$ cat src/rtl/sctc_pkg.sv
// ============================================================================
// sctc_pkg: shared types, codes and tables of the set-1 keyboard byte handler
// Holds the result kinds, key codes, translation tables and the job record
// that travels from the classifying front to the result emitter.
// ============================================================================
`default_nettype none

package sctc_pkg;

    // Command queue geometry (depth must be a power of two)
    localparam int QUEUE_DEPTH = 32;
    localparam int QIDX_W      = $clog2(QUEUE_DEPTH);
    localparam int QCNT_W      = QIDX_W + 1;

    // Job queue between front and back
    localparam int JOBQ_DEPTH  = 4;
    localparam int JIDX_W      = $clog2(JOBQ_DEPTH);
    localparam int JCNT_W      = JIDX_W + 1;

    // Result kinds
    localparam logic [1:0] KIND_CHAR     = 2'd0;
    localparam logic [1:0] KIND_KBD      = 2'd1;
    localparam logic [1:0] KIND_HOTKEY   = 2'd2;
    localparam logic [1:0] KIND_OVERFLOW = 2'd3;

    // Hotkey codes
    localparam logic [7:0] HK_TAB  = 8'd0;
    localparam logic [7:0] HK_F11  = 8'd1;
    localparam logic [7:0] HK_KILL = 8'd2;
    localparam logic [7:0] HK_NEW  = 8'd3;

    // Scan codes and keyboard bytes
    localparam logic [7:0] SC_LSHIFT_MAKE  = 8'h2a;
    localparam logic [7:0] SC_RSHIFT_MAKE  = 8'h36;
    localparam logic [7:0] SC_LSHIFT_BREAK = 8'haa;
    localparam logic [7:0] SC_RSHIFT_BREAK = 8'hb6;
    localparam logic [7:0] SC_CAPS         = 8'h3a;
    localparam logic [7:0] SC_NUM          = 8'h45;
    localparam logic [7:0] SC_SCROLL       = 8'h46;
    localparam logic [7:0] SC_F1           = 8'h3b;
    localparam logic [7:0] SC_F2           = 8'h3c;
    localparam logic [7:0] SC_TAB          = 8'h0f;
    localparam logic [7:0] SC_F11          = 8'h57;
    localparam logic [7:0] KBD_ACK         = 8'hfa;
    localparam logic [7:0] KBD_RESEND      = 8'hfe;
    localparam logic [7:0] LED_CMD         = 8'hed;

    // Lock bit masks
    localparam logic [2:0] LOCK_CAPS   = 3'b100;
    localparam logic [2:0] LOCK_NUM    = 3'b010;
    localparam logic [2:0] LOCK_SCROLL = 3'b001;

    // Letter range and case offset
    localparam logic [7:0] CH_UPPER_A = 8'h41;
    localparam logic [7:0] CH_UPPER_Z = 8'h5a;
    localparam logic [7:0] CH_CASE    = 8'h20;

    // Plain translation table
    localparam logic [7:0] PLAIN_MAP [128] = '{
        8'h00, 8'h00, 8'h31, 8'h32, 8'h33, 8'h34, 8'h35, 8'h36,
        8'h37, 8'h38, 8'h39, 8'h30, 8'h2d, 8'h5e, 8'h08, 8'h00,
        8'h51, 8'h57, 8'h45, 8'h52, 8'h54, 8'h59, 8'h55, 8'h49,
        8'h4f, 8'h50, 8'h40, 8'h5b, 8'h0a, 8'h00, 8'h41, 8'h53,
        8'h44, 8'h46, 8'h47, 8'h48, 8'h4a, 8'h4b, 8'h4c, 8'h3b,
        8'h3a, 8'h00, 8'h00, 8'h5d, 8'h5a, 8'h58, 8'h43, 8'h56,
        8'h42, 8'h4e, 8'h4d, 8'h2c, 8'h2e, 8'h2f, 8'h00, 8'h2a,
        8'h00, 8'h20, 8'h00, 8'h00, 8'h00, 8'h00, 8'h00, 8'h00,
        8'h00, 8'h00, 8'h00, 8'h00, 8'h00, 8'h00, 8'h00, 8'h37,
        8'h38, 8'h39, 8'h2d, 8'h34, 8'h35, 8'h36, 8'h2b, 8'h31,
        8'h32, 8'h33, 8'h30, 8'h2e, 8'h00, 8'h00, 8'h00, 8'h00,
        8'h00, 8'h00, 8'h00, 8'h00, 8'h00, 8'h00, 8'h00, 8'h00,
        8'h00, 8'h00, 8'h00, 8'h00, 8'h00, 8'h00, 8'h00, 8'h00,
        8'h00, 8'h00, 8'h00, 8'h00, 8'h00, 8'h00, 8'h00, 8'h00,
        8'h00, 8'h00, 8'h00, 8'h5c, 8'h00, 8'h00, 8'h00, 8'h00,
        8'h00, 8'h00, 8'h00, 8'h00, 8'h00, 8'h5c, 8'h00, 8'h00
    };

    // Shifted translation table
    localparam logic [7:0] SHIFT_MAP [128] = '{
        8'h00, 8'h00, 8'h21, 8'h22, 8'h23, 8'h24, 8'h25, 8'h26,
        8'h27, 8'h28, 8'h29, 8'h7e, 8'h3d, 8'h7e, 8'h08, 8'h00,
        8'h51, 8'h57, 8'h45, 8'h52, 8'h54, 8'h59, 8'h55, 8'h49,
        8'h4f, 8'h50, 8'h60, 8'h7b, 8'h0a, 8'h00, 8'h41, 8'h53,
        8'h44, 8'h46, 8'h47, 8'h48, 8'h4a, 8'h4b, 8'h4c, 8'h2b,
        8'h2a, 8'h00, 8'h00, 8'h7d, 8'h5a, 8'h58, 8'h43, 8'h56,
        8'h42, 8'h4e, 8'h4d, 8'h3c, 8'h3e, 8'h3f, 8'h00, 8'h2a,
        8'h00, 8'h20, 8'h00, 8'h00, 8'h00, 8'h00, 8'h00, 8'h00,
        8'h00, 8'h00, 8'h00, 8'h00, 8'h00, 8'h00, 8'h00, 8'h37,
        8'h38, 8'h39, 8'h2d, 8'h34, 8'h35, 8'h36, 8'h2b, 8'h31,
        8'h32, 8'h33, 8'h30, 8'h2e, 8'h00, 8'h00, 8'h00, 8'h00,
        8'h00, 8'h00, 8'h00, 8'h00, 8'h00, 8'h00, 8'h00, 8'h00,
        8'h00, 8'h00, 8'h00, 8'h00, 8'h00, 8'h00, 8'h00, 8'h00,
        8'h00, 8'h00, 8'h00, 8'h00, 8'h00, 8'h00, 8'h00, 8'h00,
        8'h00, 8'h00, 8'h00, 8'h5f, 8'h00, 8'h00, 8'h00, 8'h00,
        8'h00, 8'h00, 8'h00, 8'h00, 8'h00, 8'h7c, 8'h00, 8'h00
    };

    // One classified item: an optional byte to the keyboard, then an
    // optional second result
    typedef struct packed {
        logic       send_v;
        logic [7:0] send_byte;
        logic       sec_v;
        logic [1:0] sec_kind;
        logic [7:0] sec_value;
    } job_t;

endpackage

`default_nettype wire

$ cat src/rtl/sctc_front.sv
// ============================================================================
// sctc_front: keyboard byte classifier
// Accepts one raw byte per cycle while the job queue has room, keeps shift,
// lock, acknowledge and command queue state, and hands jobs to the job queue.
// ============================================================================
`default_nettype none

module sctc_front (
    input  wire logic                clk,
    input  wire logic                rst_n,
    input  wire logic                start_leds_we,
    input  wire logic [2:0]          start_leds,
    input  wire logic                in_valid,
    output logic                     in_stall,
    input  wire logic [7:0]          scan_code,
    input  wire logic                focus_present,
    input  wire logic                jobq_full,
    output logic                     job_push,
    output sctc_pkg::job_t           job_data
);

    logic [2:0]                   start_reg;
    logic [1:0]                   shift_reg, shift_next;
    logic [2:0]                   lock_reg, lock_next;
    logic                         await_reg, await_next;
    logic [7:0]                   awaited_reg, awaited_next;
    logic [sctc_pkg::QIDX_W-1:0]  head_reg, head_next;
    logic [sctc_pkg::QCNT_W-1:0]  count_reg, count_next;
    logic [1:0]                   fresh_reg, fresh_next;
    logic [7:0]                   q_mem [sctc_pkg::QUEUE_DEPTH];
    logic [7:0]                   q_rd_reg;

    logic                         accept;
    logic                         q_wr;
    logic [sctc_pkg::QIDX_W-1:0]  rd_addr;
    logic                         pop;
    logic [7:0]                   head_byte;
    logic [sctc_pkg::QCNT_W-1:0]  count_pop;
    logic [sctc_pkg::QIDX_W-1:0]  head_pop;
    logic                         toggle;
    logic [2:0]                   lock_mask;
    logic                         wr0, wr1;
    logic [sctc_pkg::QIDX_W-1:0]  wa0, wa1;
    logic                         overflow;
    logic [7:0]                   ch;
    logic                         sec_v;
    logic [1:0]                   sec_kind;
    logic [7:0]                   sec_value;

    // Take a byte whenever the job queue has room
    assign in_stall = jobq_full;
    assign accept   = in_valid && !jobq_full;
    assign q_wr     = accept && !start_leds_we;

    // Read the queue head from the registered read; the two start-up
    // entries live in registers
    always_comb
    begin
        if (fresh_reg[0] && head_reg == '0)
        begin
            head_byte = sctc_pkg::LED_CMD;
        end
        else if (fresh_reg[1] && head_reg == sctc_pkg::QIDX_W'(1))
        begin
            head_byte = {5'b0, start_reg};
        end
        else
        begin
            head_byte = q_rd_reg;
        end
    end

    // Classify the byte and work out the next state
    always_comb
    begin
        pop          = (count_reg != '0) && !await_reg;
        count_pop    = count_reg - sctc_pkg::QCNT_W'(pop);
        head_pop     = head_reg + sctc_pkg::QIDX_W'(pop);
        await_next   = await_reg || pop;
        awaited_next = pop ? head_byte : awaited_reg;

        // Track shift keys
        shift_next = shift_reg;
        case (scan_code)
            sctc_pkg::SC_LSHIFT_MAKE:  shift_next = shift_reg | 2'b01;
            sctc_pkg::SC_RSHIFT_MAKE:  shift_next = shift_reg | 2'b10;
            sctc_pkg::SC_LSHIFT_BREAK: shift_next = shift_reg & 2'b10;
            sctc_pkg::SC_RSHIFT_BREAK: shift_next = shift_reg & 2'b01;
            default:                   shift_next = shift_reg;
        endcase

        // Decode lock keys
        case (scan_code)
            sctc_pkg::SC_CAPS:   lock_mask = sctc_pkg::LOCK_CAPS;
            sctc_pkg::SC_NUM:    lock_mask = sctc_pkg::LOCK_NUM;
            sctc_pkg::SC_SCROLL: lock_mask = sctc_pkg::LOCK_SCROLL;
            default:             lock_mask = 3'b000;
        endcase
        toggle    = (lock_mask != 3'b000);
        lock_next = lock_reg ^ lock_mask;

        // Push the LED command pair, dropping what does not fit
        wr0      = toggle && (count_pop < sctc_pkg::QCNT_W'(sctc_pkg::QUEUE_DEPTH));
        wr1      = toggle && (count_pop < sctc_pkg::QCNT_W'(sctc_pkg::QUEUE_DEPTH - 1));
        overflow = toggle && !wr1;
        wa0      = head_pop + count_pop[sctc_pkg::QIDX_W-1:0];
        wa1      = wa0 + sctc_pkg::QIDX_W'(1);
        count_next = count_pop + sctc_pkg::QCNT_W'(wr0) + sctc_pkg::QCNT_W'(wr1);
        head_next  = head_pop;

        // Drop the start-up marks once their entries are rewritten
        fresh_next = fresh_reg;
        if ((wr0 && wa0 == '0) || (wr1 && wa1 == '0))
        begin
            fresh_next[0] = 1'b0;
        end
        if ((wr0 && wa0 == sctc_pkg::QIDX_W'(1)) || (wr1 && wa1 == sctc_pkg::QIDX_W'(1)))
        begin
            fresh_next[1] = 1'b0;
        end

        // Translate make codes and fix the letter case
        if (scan_code[7])
        begin
            ch = 8'h00;
        end
        else if (shift_next == 2'b00)
        begin
            ch = sctc_pkg::PLAIN_MAP[scan_code[6:0]];
        end
        else
        begin
            ch = sctc_pkg::SHIFT_MAP[scan_code[6:0]];
        end
        if (ch >= sctc_pkg::CH_UPPER_A && ch <= sctc_pkg::CH_UPPER_Z
            && (lock_next[2] == (shift_next != 2'b00)))
        begin
            ch = ch + sctc_pkg::CH_CASE;
        end

        // Pick the second result; at most one applies to a given byte
        sec_v     = 1'b0;
        sec_kind  = sctc_pkg::KIND_CHAR;
        sec_value = 8'h00;
        case (scan_code)
            sctc_pkg::SC_F11:
            begin
                sec_v     = 1'b1;
                sec_kind  = sctc_pkg::KIND_HOTKEY;
                sec_value = sctc_pkg::HK_F11;
            end
            sctc_pkg::SC_CAPS, sctc_pkg::SC_NUM, sctc_pkg::SC_SCROLL:
            begin
                sec_v     = overflow;
                sec_kind  = sctc_pkg::KIND_OVERFLOW;
            end
            sctc_pkg::KBD_ACK:
            begin
                await_next = 1'b0;
            end
            sctc_pkg::KBD_RESEND:
            begin
                sec_v     = await_next;
                sec_kind  = sctc_pkg::KIND_KBD;
                sec_value = awaited_next;
            end
            sctc_pkg::SC_F1:
            begin
                sec_v     = (shift_next != 2'b00) && focus_present;
                sec_kind  = sctc_pkg::KIND_HOTKEY;
                sec_value = sctc_pkg::HK_KILL;
            end
            sctc_pkg::SC_F2:
            begin
                sec_v     = (shift_next != 2'b00);
                sec_kind  = sctc_pkg::KIND_HOTKEY;
                sec_value = sctc_pkg::HK_NEW;
            end
            sctc_pkg::SC_TAB:
            begin
                sec_v     = focus_present;
                sec_kind  = sctc_pkg::KIND_HOTKEY;
                sec_value = sctc_pkg::HK_TAB;
            end
            default:
            begin
                sec_v     = (ch != 8'h00) && focus_present;
                sec_kind  = sctc_pkg::KIND_CHAR;
                sec_value = ch;
            end
        endcase
    end

    // Read the entry that is the head after this edge
    assign rd_addr = start_leds_we ? '0 : (accept ? head_next : head_reg);

    // Hand the job over when it carries at least one result
    assign job_push            = accept && (pop || sec_v);
    assign job_data.send_v     = pop;
    assign job_data.send_byte  = head_byte;
    assign job_data.sec_v      = sec_v;
    assign job_data.sec_kind   = sec_kind;
    assign job_data.sec_value  = sec_value;

    // Update state on a restart or an accepted beat
    always_ff @(posedge clk or negedge rst_n)
    begin
        if (!rst_n)
        begin
            start_reg   <= 3'b000;
            shift_reg   <= 2'b00;
            lock_reg    <= 3'b000;
            await_reg   <= 1'b0;
            awaited_reg <= 8'h00;
            head_reg    <= '0;
            count_reg   <= sctc_pkg::QCNT_W'(2);
            fresh_reg   <= 2'b11;
        end
        else if (start_leds_we)
        begin
            start_reg   <= start_leds;
            shift_reg   <= 2'b00;
            lock_reg    <= start_leds;
            await_reg   <= 1'b0;
            awaited_reg <= 8'h00;
            head_reg    <= '0;
            count_reg   <= sctc_pkg::QCNT_W'(2);
            fresh_reg   <= 2'b11;
        end
        else if (accept)
        begin
            shift_reg   <= shift_next;
            lock_reg    <= lock_next;
            await_reg   <= await_next;
            awaited_reg <= awaited_next;
            head_reg    <= head_next;
            count_reg   <= count_next;
            fresh_reg   <= fresh_next;
        end
    end

    // Write queued command bytes and register the next head entry,
    // passing a byte written to that entry straight through
    always_ff @(posedge clk)
    begin
        if (q_wr)
        begin
            if (wr0)
            begin
                q_mem[wa0] <= sctc_pkg::LED_CMD;
            end
            if (wr1)
            begin
                q_mem[wa1] <= {5'b0, lock_next};
            end
        end
        if (q_wr && wr0 && wa0 == rd_addr)
        begin
            q_rd_reg <= sctc_pkg::LED_CMD;
        end
        else if (q_wr && wr1 && wa1 == rd_addr)
        begin
            q_rd_reg <= {5'b0, lock_next};
        end
        else
        begin
            q_rd_reg <= q_mem[rd_addr];
        end
    end

endmodule

`default_nettype wire

$ cat src/rtl/sctc_jobq.sv
// ============================================================================
// sctc_jobq: job queue between classifier and emitter
// Small first-in first-out buffer of job records so that front and back
// stall independently.
// ============================================================================
`default_nettype none

module sctc_jobq (
    input  wire logic             clk,
    input  wire logic             rst_n,
    input  wire logic             push,
    input  wire sctc_pkg::job_t   push_data,
    output logic                  full,
    input  wire logic             pop,
    output sctc_pkg::job_t        head_data,
    output logic                  empty
);

    sctc_pkg::job_t               slot [sctc_pkg::JOBQ_DEPTH];
    logic [sctc_pkg::JIDX_W-1:0]  rd_reg, rd_next;
    logic [sctc_pkg::JIDX_W-1:0]  wr_reg, wr_next;
    logic [sctc_pkg::JCNT_W-1:0]  cnt_reg, cnt_next;

    assign full      = (cnt_reg == sctc_pkg::JCNT_W'(sctc_pkg::JOBQ_DEPTH));
    assign empty     = (cnt_reg == '0);
    assign head_data = slot[rd_reg];

    // Advance pointers and count
    always_comb
    begin
        rd_next  = rd_reg + sctc_pkg::JIDX_W'(pop);
        wr_next  = wr_reg + sctc_pkg::JIDX_W'(push);
        cnt_next = cnt_reg + sctc_pkg::JCNT_W'(push) - sctc_pkg::JCNT_W'(pop);
    end

    always_ff @(posedge clk or negedge rst_n)
    begin
        if (!rst_n)
        begin
            rd_reg  <= '0;
            wr_reg  <= '0;
            cnt_reg <= '0;
        end
        else
        begin
            rd_reg  <= rd_next;
            wr_reg  <= wr_next;
            cnt_reg <= cnt_next;
        end
    end

    // Store pushed jobs
    always_ff @(posedge clk)
    begin
        if (push)
        begin
            slot[wr_reg] <= push_data;
        end
    end

endmodule

`default_nettype wire

$ cat src/rtl/sctc_back.sv
// ============================================================================
// sctc_back: result emitter
// Turns each job into one or two result beats and holds them in an output
// register until the receiver takes them.
// ============================================================================
`default_nettype none

module sctc_back (
    input  wire logic             clk,
    input  wire logic             rst_n,
    input  wire sctc_pkg::job_t   job,
    input  wire logic             job_empty,
    output logic                  job_pop,
    output logic                  out_valid,
    input  wire logic             out_stall,
    output logic [1:0]            kind,
    output logic [7:0]            value,
    output logic                  last
);

    logic       valid_reg, valid_next;
    logic       phase_reg, phase_next;
    logic [1:0] kind_reg, kind_next;
    logic [7:0] value_reg, value_next;
    logic       last_reg, last_next;
    logic       load;

    assign out_valid = valid_reg;
    assign kind      = kind_reg;
    assign value     = value_reg;
    assign last      = last_reg;

    // Refill the output register when it is empty or being taken
    assign load = !valid_reg || !out_stall;

    always_comb
    begin
        valid_next = valid_reg;
        phase_next = phase_reg;
        kind_next  = kind_reg;
        value_next = value_reg;
        last_next  = last_reg;
        job_pop    = 1'b0;
        if (load)
        begin
            valid_next = !job_empty;
            if (!job_empty)
            begin
                if (job.send_v && !phase_reg)
                begin
                    // Byte to the keyboard first
                    kind_next  = sctc_pkg::KIND_KBD;
                    value_next = job.send_byte;
                    last_next  = !job.sec_v;
                    phase_next = job.sec_v;
                    job_pop    = !job.sec_v;
                end
                else
                begin
                    // Then the second result
                    kind_next  = job.sec_kind;
                    value_next = job.sec_value;
                    last_next  = 1'b1;
                    phase_next = 1'b0;
                    job_pop    = 1'b1;
                end
            end
        end
    end

    always_ff @(posedge clk or negedge rst_n)
    begin
        if (!rst_n)
        begin
            valid_reg <= 1'b0;
            phase_reg <= 1'b0;
        end
        else
        begin
            valid_reg <= valid_next;
            phase_reg <= phase_next;
        end
    end

    // Hold the beat payload
    always_ff @(posedge clk)
    begin
        kind_reg  <= kind_next;
        value_reg <= value_next;
        last_reg  <= last_next;
    end

endmodule

`default_nettype wire

$ cat src/rtl/scancode_to_char_with_lock_leds.sv
// ============================================================================
// scancode_to_char_with_lock_leds: set-1 keyboard byte handler with lock LEDs
// Translates raw keyboard bytes into characters and hotkeys, tracks shift and
// lock keys, and paces LED command bytes to the keyboard against its acks.
// ============================================================================
//
//  channel  | handshake                | beat contents
//  ---------+--------------------------+-----------------------------------
//  config   | start_leds_we            | start_leds
//  input    | in_valid / in_stall      | scan_code, focus_present
//  output   | out_valid / out_stall    | kind, value, last
//
//  The front takes one input beat per cycle while the job queue has room and
//  classifies it in that cycle. Each item yields zero, one or two result
//  beats; the back emits one per cycle while the receiver does not stall.
//  A four-entry job queue lets the input run on while results stall.
//  Reset and a start_leds write restart the state with 0xED and the lock
//  bits pending as the first keyboard bytes.
//
`default_nettype none

module scancode_to_char_with_lock_leds (
    input  wire logic       clk,
    input  wire logic       rst_n,
    input  wire logic       start_leds_we,
    input  wire logic [2:0] start_leds,
    input  wire logic       in_valid,
    output logic            in_stall,
    input  wire logic [7:0] scan_code,
    input  wire logic       focus_present,
    output logic            out_valid,
    input  wire logic       out_stall,
    output logic [1:0]      kind,
    output logic [7:0]      value,
    output logic            last
);

    logic           jobq_full;
    logic           jobq_empty;
    logic           job_push;
    logic           job_pop;
    sctc_pkg::job_t job_in;
    sctc_pkg::job_t job_head;

    // Classify incoming beats
    sctc_front u_front (
        .clk           (clk),
        .rst_n         (rst_n),
        .start_leds_we (start_leds_we),
        .start_leds    (start_leds),
        .in_valid      (in_valid),
        .in_stall      (in_stall),
        .scan_code     (scan_code),
        .focus_present (focus_present),
        .jobq_full     (jobq_full),
        .job_push      (job_push),
        .job_data      (job_in)
    );

    // Buffer jobs between the two sides
    sctc_jobq u_jobq (
        .clk       (clk),
        .rst_n     (rst_n),
        .push      (job_push),
        .push_data (job_in),
        .full      (jobq_full),
        .pop       (job_pop),
        .head_data (job_head),
        .empty     (jobq_empty)
    );

    // Emit result beats
    sctc_back u_back (
        .clk       (clk),
        .rst_n     (rst_n),
        .job       (job_head),
        .job_empty (jobq_empty),
        .job_pop   (job_pop),
        .out_valid (out_valid),
        .out_stall (out_stall),
        .kind      (kind),
        .value     (value),
        .last      (last)
    );

endmodule

`default_nettype wire
$ cat config.mk
export PLATFORM = sky130hd
export DESIGN_NAME = scancode_to_char_with_lock_leds
export DESIGN_NICKNAME = d
export VERILOG_FILES = /design/src/rtl/sctc_pkg.sv /design/src/rtl/sctc_front.sv /design/src/rtl/sctc_jobq.sv /design/src/rtl/sctc_back.sv /design/src/rtl/scancode_to_char_with_lock_leds.sv
export SDC_FILE = /design/constraint.sdc
export NUM_CORES = 1
export LEC_CHECK = 0
export BUFFER_PORTS_ARGS = -buffer_cell sky130_fd_sc_hd__buf_2
export CORE_ASPECT_RATIO = 1.4
export CORE_MARGIN = 2
export CORE_UTILIZATION = 68
export CTS_CLUSTER_DIAMETER = 40
export DETAILED_ROUTE_END_ITERATION = 6
export PLACE_DENSITY = 0.86
export SETUP_SLACK_MARGIN = 0.02
export SYNTH_ARGS = -nofsm -noshare
export SYNTH_HDL_FRONTEND = slang
export SYNTH_HIERARCHICAL = 1
export SYNTH_SLANG_ARGS = --single-unit
$ cat constraint.sdc
create_clock -name clk -period 8.8 [get_ports clk]
set_input_delay 1.76 -clock clk [delete_from_list [all_inputs] [get_ports clk]]
set_output_delay 1.76 -clock clk [all_outputs]
set_load 0.01 [all_outputs]
Word-level counts from Yosys, hierarchy flattened
Memory sizes are Yosys's and may differ from the RTL's. A register that Yosys moved wholly into a read port is not among the register bits.
Cells that the tools add are included.
Widths: inputs -> output; s select.

cells by class
  add/sub/neg operators = 11
  magnitude comparators = 5
  equality and inequality tests = 20
  multiplexer cells = 45
  bitwise logic cells = 3
  reduce and logical (&&, ||, !) cells = 55

operators with widths
  operator             count
  $mux 8               13
  $eq 8x6->1 const B   5
  $pmux 8 s5           1
  $eq 8x8->1 const B   4
  $eq 8x7->1 const B   3
  $logic_and 1x1->1    22
  $mux 1               17
  $eq 5x1->1 const B   3
  $logic_not 5->1      3
  $add 6x1->6          2
  $mux 6               2
  $eq 5x5->1           2
  $mux 5               2
  $logic_not 1->1      9
  $pmux 3 s3           1
  $add 8x6->8 const B  1
  $eq 8x4->1 const B   1
  $ge 8x7->1 const B   1
  $ge 8x8->1 const B   1
  $le 8x7->1 const B   1
  $mux 2               4
  $not 7->8            1
  $pmux 2 s4           1
  $reduce_bool 2->1    4
  27 further kinds     35

word-level totals
  bits in registers = 51
  memory bits (writable) = 304
  memory bits (read-only) = 2,048
  word-level logic and storage cells = 161
  memories = 4

memories
  name             depth  bits a word  read ports  clocked after Yosys merged registers in  wr ports  RTL line           text
  (no name shown)  128    8            1           0                                        0         sctc_front.sv:129  ch = sctc_pkg::PLAIN_MAP[scan_code[6:0]];
  (no name shown)  128    8            1           0                                        0         sctc_front.sv:133  ch = sctc_pkg::SHIFT_MAP[scan_code[6:0]];
  u_front.q_mem    32     7            1           1                                        2         sctc_front.sv:30   logic [7:0] q_mem [sctc_pkg::QUEUE_DEPTH];
  u_jobq.slot      4      20           1           0                                        1         sctc_jobq.sv:19    sctc_pkg::job_t slot [sctc_pkg::JOBQ_DEPTH];

Depth between registers and ports, before layout
  word-level depth = 17
  gate-level depth with buffers = 19

Cells and area by module
Netlist, hierarchy kept.

modules (own cells, without submodules)
  module      times used  cells an instance  area an instance (um^2)  sequential area each (um^2)
  sctc_front  1           1,055              10,090.9                 4,357.9
  sctc_jobq   1           129                3,229.3                  2,577.5
  sctc_back   1           32                 583.1                    380.4

Worst setup path after synthesis
Ideal clock, no wire load.

  path type = input port to flip-flop
  start point = in scan_code[0]
  end point = mem u_jobq/slot[0][0] in the netlist's numbering (enable)
  setup time = 427 ps
  arrival = 5,931 ps
  required time = 8,373 ps
  slack = 2,442 ps
  stages on the path = 12
  path buffers = 1
  cells stage by stage = inv_1 ha_1 buf_2 nand2b_1 o31ai_4 nand3_2 o32ai_1 ha_1 o22ai_2 a41oi_1 o31a_1 nor3b_1

on the way
  longest elaborated chain between the ends = 17

ends and longest elaborated chain
  what                                             RTL line                               text
  start: declaration                               scancode_to_char_with_lock_leds.sv:29  input wire logic [7:0] scan_code,
  $not 7->8 (not written as such)                  sctc_front.sv:129, sctc_front.sv:133
  $mem_v2 128x8 (on tied branches)                 n/a
  $mux 8 (on tied branches) (2 in a row)           sctc_front.sv:133, sctc_front.sv:129
  $mux 8                                           sctc_front.sv:127                      else if (shift_next == 2'b00)
  $mux 8                                           sctc_front.sv:123                      if (scan_code[7])
  $ge 8x7->1 / $le 8x7->1 (equally long branches)  sctc_front.sv:135                      if (ch >= sctc_pkg::CH_UPPER_A && ch <= sctc_pkg::CH_UPPER_Z
  $logic_and 1x1->1                                sctc_front.sv:135
  $logic_and 1x1->1                                sctc_front.sv:136                      && (lock_next[2] == (shift_next != 2'b00)))
  $mux 8                                           sctc_front.sv:135
  $reduce_bool 8->1                                sctc_front.sv:187                      sec_v = (ch != 8'h00) && focus_present;
  $logic_and 1x1->1                                sctc_front.sv:187
  $pmux 1 s7 (*)                                   sctc_front.sv:145                      case (scan_code)
  $logic_or 1x1->1 (*)                             sctc_front.sv:198                      assign job_push = accept && (pop || sec_v);
  $logic_and 1x1->1 (*)                            sctc_front.sv:198
  via job_push                                     scancode_to_char_with_lock_leds.sv:40  logic job_push;
  $mux 1 (*)                                       sctc_jobq.sv:55                        if (push)
  $mux 1 (not written as such) (*)                 sctc_jobq.sv:57                        slot[wr_reg] <= push_data;
  end: declaration                                 sctc_jobq.sv:19

The timed path passes the listed nets; every way through them passes the cells marked *. The select of a mux whose other input is x is not followed.

Worst setup path in the final report
  start point = in scan_code[0]
  end point = mem u_jobq/slot[3][12] in the netlist's numbering (enable)

Same word-level chain as after synthesis.

==> impl_metrics.yaml <==
die:
  initial_core_util_pct: 69.5
  die_area_um2: 21600
  ios: 30
  die_y_um: 173
  die_w_um: 125
  num_rows: 61
  design.core.area_um2: 20000
clocking:
  clock_latency_ns: 0.54
  cts_buffer_depth: 3
  cts_resized: 0
  clkSinkCount: 262
  clockRootBuffer: "clkbuf_16"
  numCtsBuffers: 26
  path_clk_slew_ns: 0.06
  cts.htree.levels: 1
  postCtsSetupRepairBufs: 0
  cts_tree: "done"
  hold_buffers: 0
drt:
  dr.pass1.iters: 6
  viasPerCell: 6.86
  detail-route-antenna-nets: 0
  drt_iter0_drc: 920
  wl_um: 34700
  drc: 0
  vias: 10203
  wl_per_cell_um: 23.4
sta:
  relSlewSlack_pct: 20.3
  max_freq_ghz: 0.158
  tightest_slew_ns: 1.19
  timing.hold.ws_ns: 0.475
  min_period_ns: 6.35
  finalCritPeriodShare_pct: 72.1
  setup_viol: 0
  tns_ns: 0
  hold_violations: 0
  fin_skew_ns: 0.0116
  rsz0062_at_grt: "no"
  maxSlewViolCount: 0
layout:
  antennaDiodeCount: 0
  regMostFlops: "u_front/q_mem"
  seq_area_um2: 7320
  finalInstanceArea_um2: 15000
  fin_nets: 1260
  final_layout_size_suffix_gt1_share_pct: 14.3
  largest_register_ffs: 128
  fill_cells: 1318
  top_regs: "u_front/q_mem: 128 flops, u_jobq/slot: 80 flops"
  syn_to_final_growth_pct: 7.82
  multi_input_area_um2: 6140
worst_setup_path:
  reg2reg_depth: 15
  r2r_slack_ns: 3.38
  required_ns: 8.95
  r2r-end: "u_front/q_mem[19][0]"
  start_kind: "input pin"
  cp.arrival_ns: 6.50
  crit_path_max_fanout: 20
  r2r-start: "u_front/count_reg[3]"
  critPathKind: "input pin to flip-flop"
  cp-end-kind: "flip-flop"
hold_path:
  min_to: "u_front/q_mem[9][5]"
  hp-start: "u_front/q_mem[9][5]"
  min_path_type: "flip-flop to flip-flop"
  worstHoldPathCells: 2
grt:
  grt_max_degree: 52
  antenna_found_initial: 0
  grt_pass1_wl_um: 54900
  grt_pass1_vias: 10360
  grt_overflow: 0
  grt.total_usage_pct: 32.1
yosys:
  syn_area_um2: 13900
  synth_cells: 1216
  synthFlopType: "edfxtp_1"
  seq_area_frac_synth_pct: 52.6
  yosys_warnings: 6
  yosysUniqueCellTypes: 85
  async_reset_ff_share_pct: 14.9
  ys_seq_elements: 262
  synth_edf_count: 187
  syn_nets: 1261
  avgSynthCellArea_um2: 11.4
place:
  dpl.hpwl_um: 22900
  gp_congestion: 0.967
  port-buffer-count: 29
  placed_cell_area_um2: 14100
run_status:
  status: "completed"
pwr:
  pwr_density_cell_nw_per_um2: 259
  p_leak_nw: 5.27
  peakVddDrop_v: 0.000169
job:
  drv_cap: 0
-- critical path, cell delays in order --
cell and delay, ns:
buf_2 0.16, inv_1 0.23, ha_1 0.44, nand2b_1 0.20, o31ai_4 0.40, nand3_2 0.31
o32ai_1 0.91, ha_1 0.33, o22ai_2 0.13, a41oi_1 0.36, o31a_1 0.29, and3_1 0.95
-- layout make-up --
class | instances | area share [%]
clock inverter | 17 | 1.01
clock buffer | 31 | 4.60
sequential | 262 | 48.8
tap | 252 | 2.10
inverter | 27 | 0.676
timing repair buffer | 46 | 1.82
multi-input combinational | 852 | 41.0
-- layout by cell type (no fill, tap or decap), types with 14 or more instances in the layout --
cell and n:
buf_2 29, mux2i_1 73, xor2_1 15, clkbuf_16 26, dfrtp_1 36, ha_1 25, buf_4 17, mux4_2 39
nand3_1 16, nor2b_1 14, a21oi_1 95, dfxtp_1 36, edfxtp_1 187, o21ai_0 91, xnor2_1 22, nand2_1 144
nand2b_1 20, inv_1 25, nor2_1 91
-- where the power goes --
part	internal, mW	switching (mW)
registers	1.50	0.0894
logic	0.460	0.747
clock network	0.598	0.478
total	2.56	1.31
-- layer usage --
| metal | GRT usage (%) | share of wire (%) | vias up |
|---|---|---|---|
| met5 | 0 | 0 | - |
| li1 | - | - | 4529 |
| met4 | 15.8 | 5.5 | 0 |
| met1 | 37.0 | 34 | 4969 |
| met3 | 4.15 | 7.1 | 140 |
| met2 | 58.6 | 53 | 565 |
-- Yosys cell counts (20+ instances only) --
cell,count,area share [%]
a21oi_1,96,3.5
buf_2,27,0.97
clkbuf_1,32,0.86
dfrtp_1,36,6.5
dfxtp_1,36,5.2
edfxtp_1,187,40
ha_1,25,2.2
inv_1,25,0.67
mux2i_1,73,5.3
mux4_2,39,6.3
nand2_1,144,3.9
nand2b_1,20,0.90
nor2_1,91,2.5
o21ai_0,91,3.3
xnor2_1,23,1.4
-- cell families (layout without fill, tap and decap cells) --
| logic type | Yosys count | count (layout) | synth area share [%] |
|---|---|---|---|
| AO/OA/AOI/OAI | 278 | 278 | 12.3 |
| XOR/XNOR | 41 | 41 | 2.68 |
| AND/OR/NAND/NOR | 379 | 379 | 13.3 |
| other | 1 | 1 | 0.0270 |
| buffers and inverters | 102 | 121 | 3.62 |
| adder cells (fa/ha/maj) | 28 | 28 | 2.68 |
| multiplexers | 125 | 125 | 12.8 |
| flip-flops | 262 | 262 | 52.6 |
-- through the flow --
step	instances	power [mW]	worst slack [ns]	utilization (%)
after CTS	1487	3.88	2.62	75.0
after detailed placement	1439	2.80	2.13	70.8
final	1487	3.88	2.45	75.0
after floorplan	1216	2.50	2.44	-
after global routing	1487	4.04	2.17	75.0
after global placement	1439	2.76	2.24	70.8
-- how the worst max path moves through the flow --
stage	slack (ns)	startpoint	cells past startpoint	end
after global routing	2.17	scan_code[0]	12	u_jobq/slot[3][19]
after floorplan	2.44	scan_code[0]	12	u_jobq/slot[0][0]
after detailed placement	2.13	scan_code[0]	12	u_jobq/slot[3][15]
after CTS	2.62	scan_code[0]	12	u_jobq/slot[3][0]
final	2.45	scan_code[0]	12	u_jobq/slot[3][12]
after global placement	2.24	scan_code[0]	12	u_jobq/slot[1][14]
No activity file was read; power rests on OpenSTA's default activity.
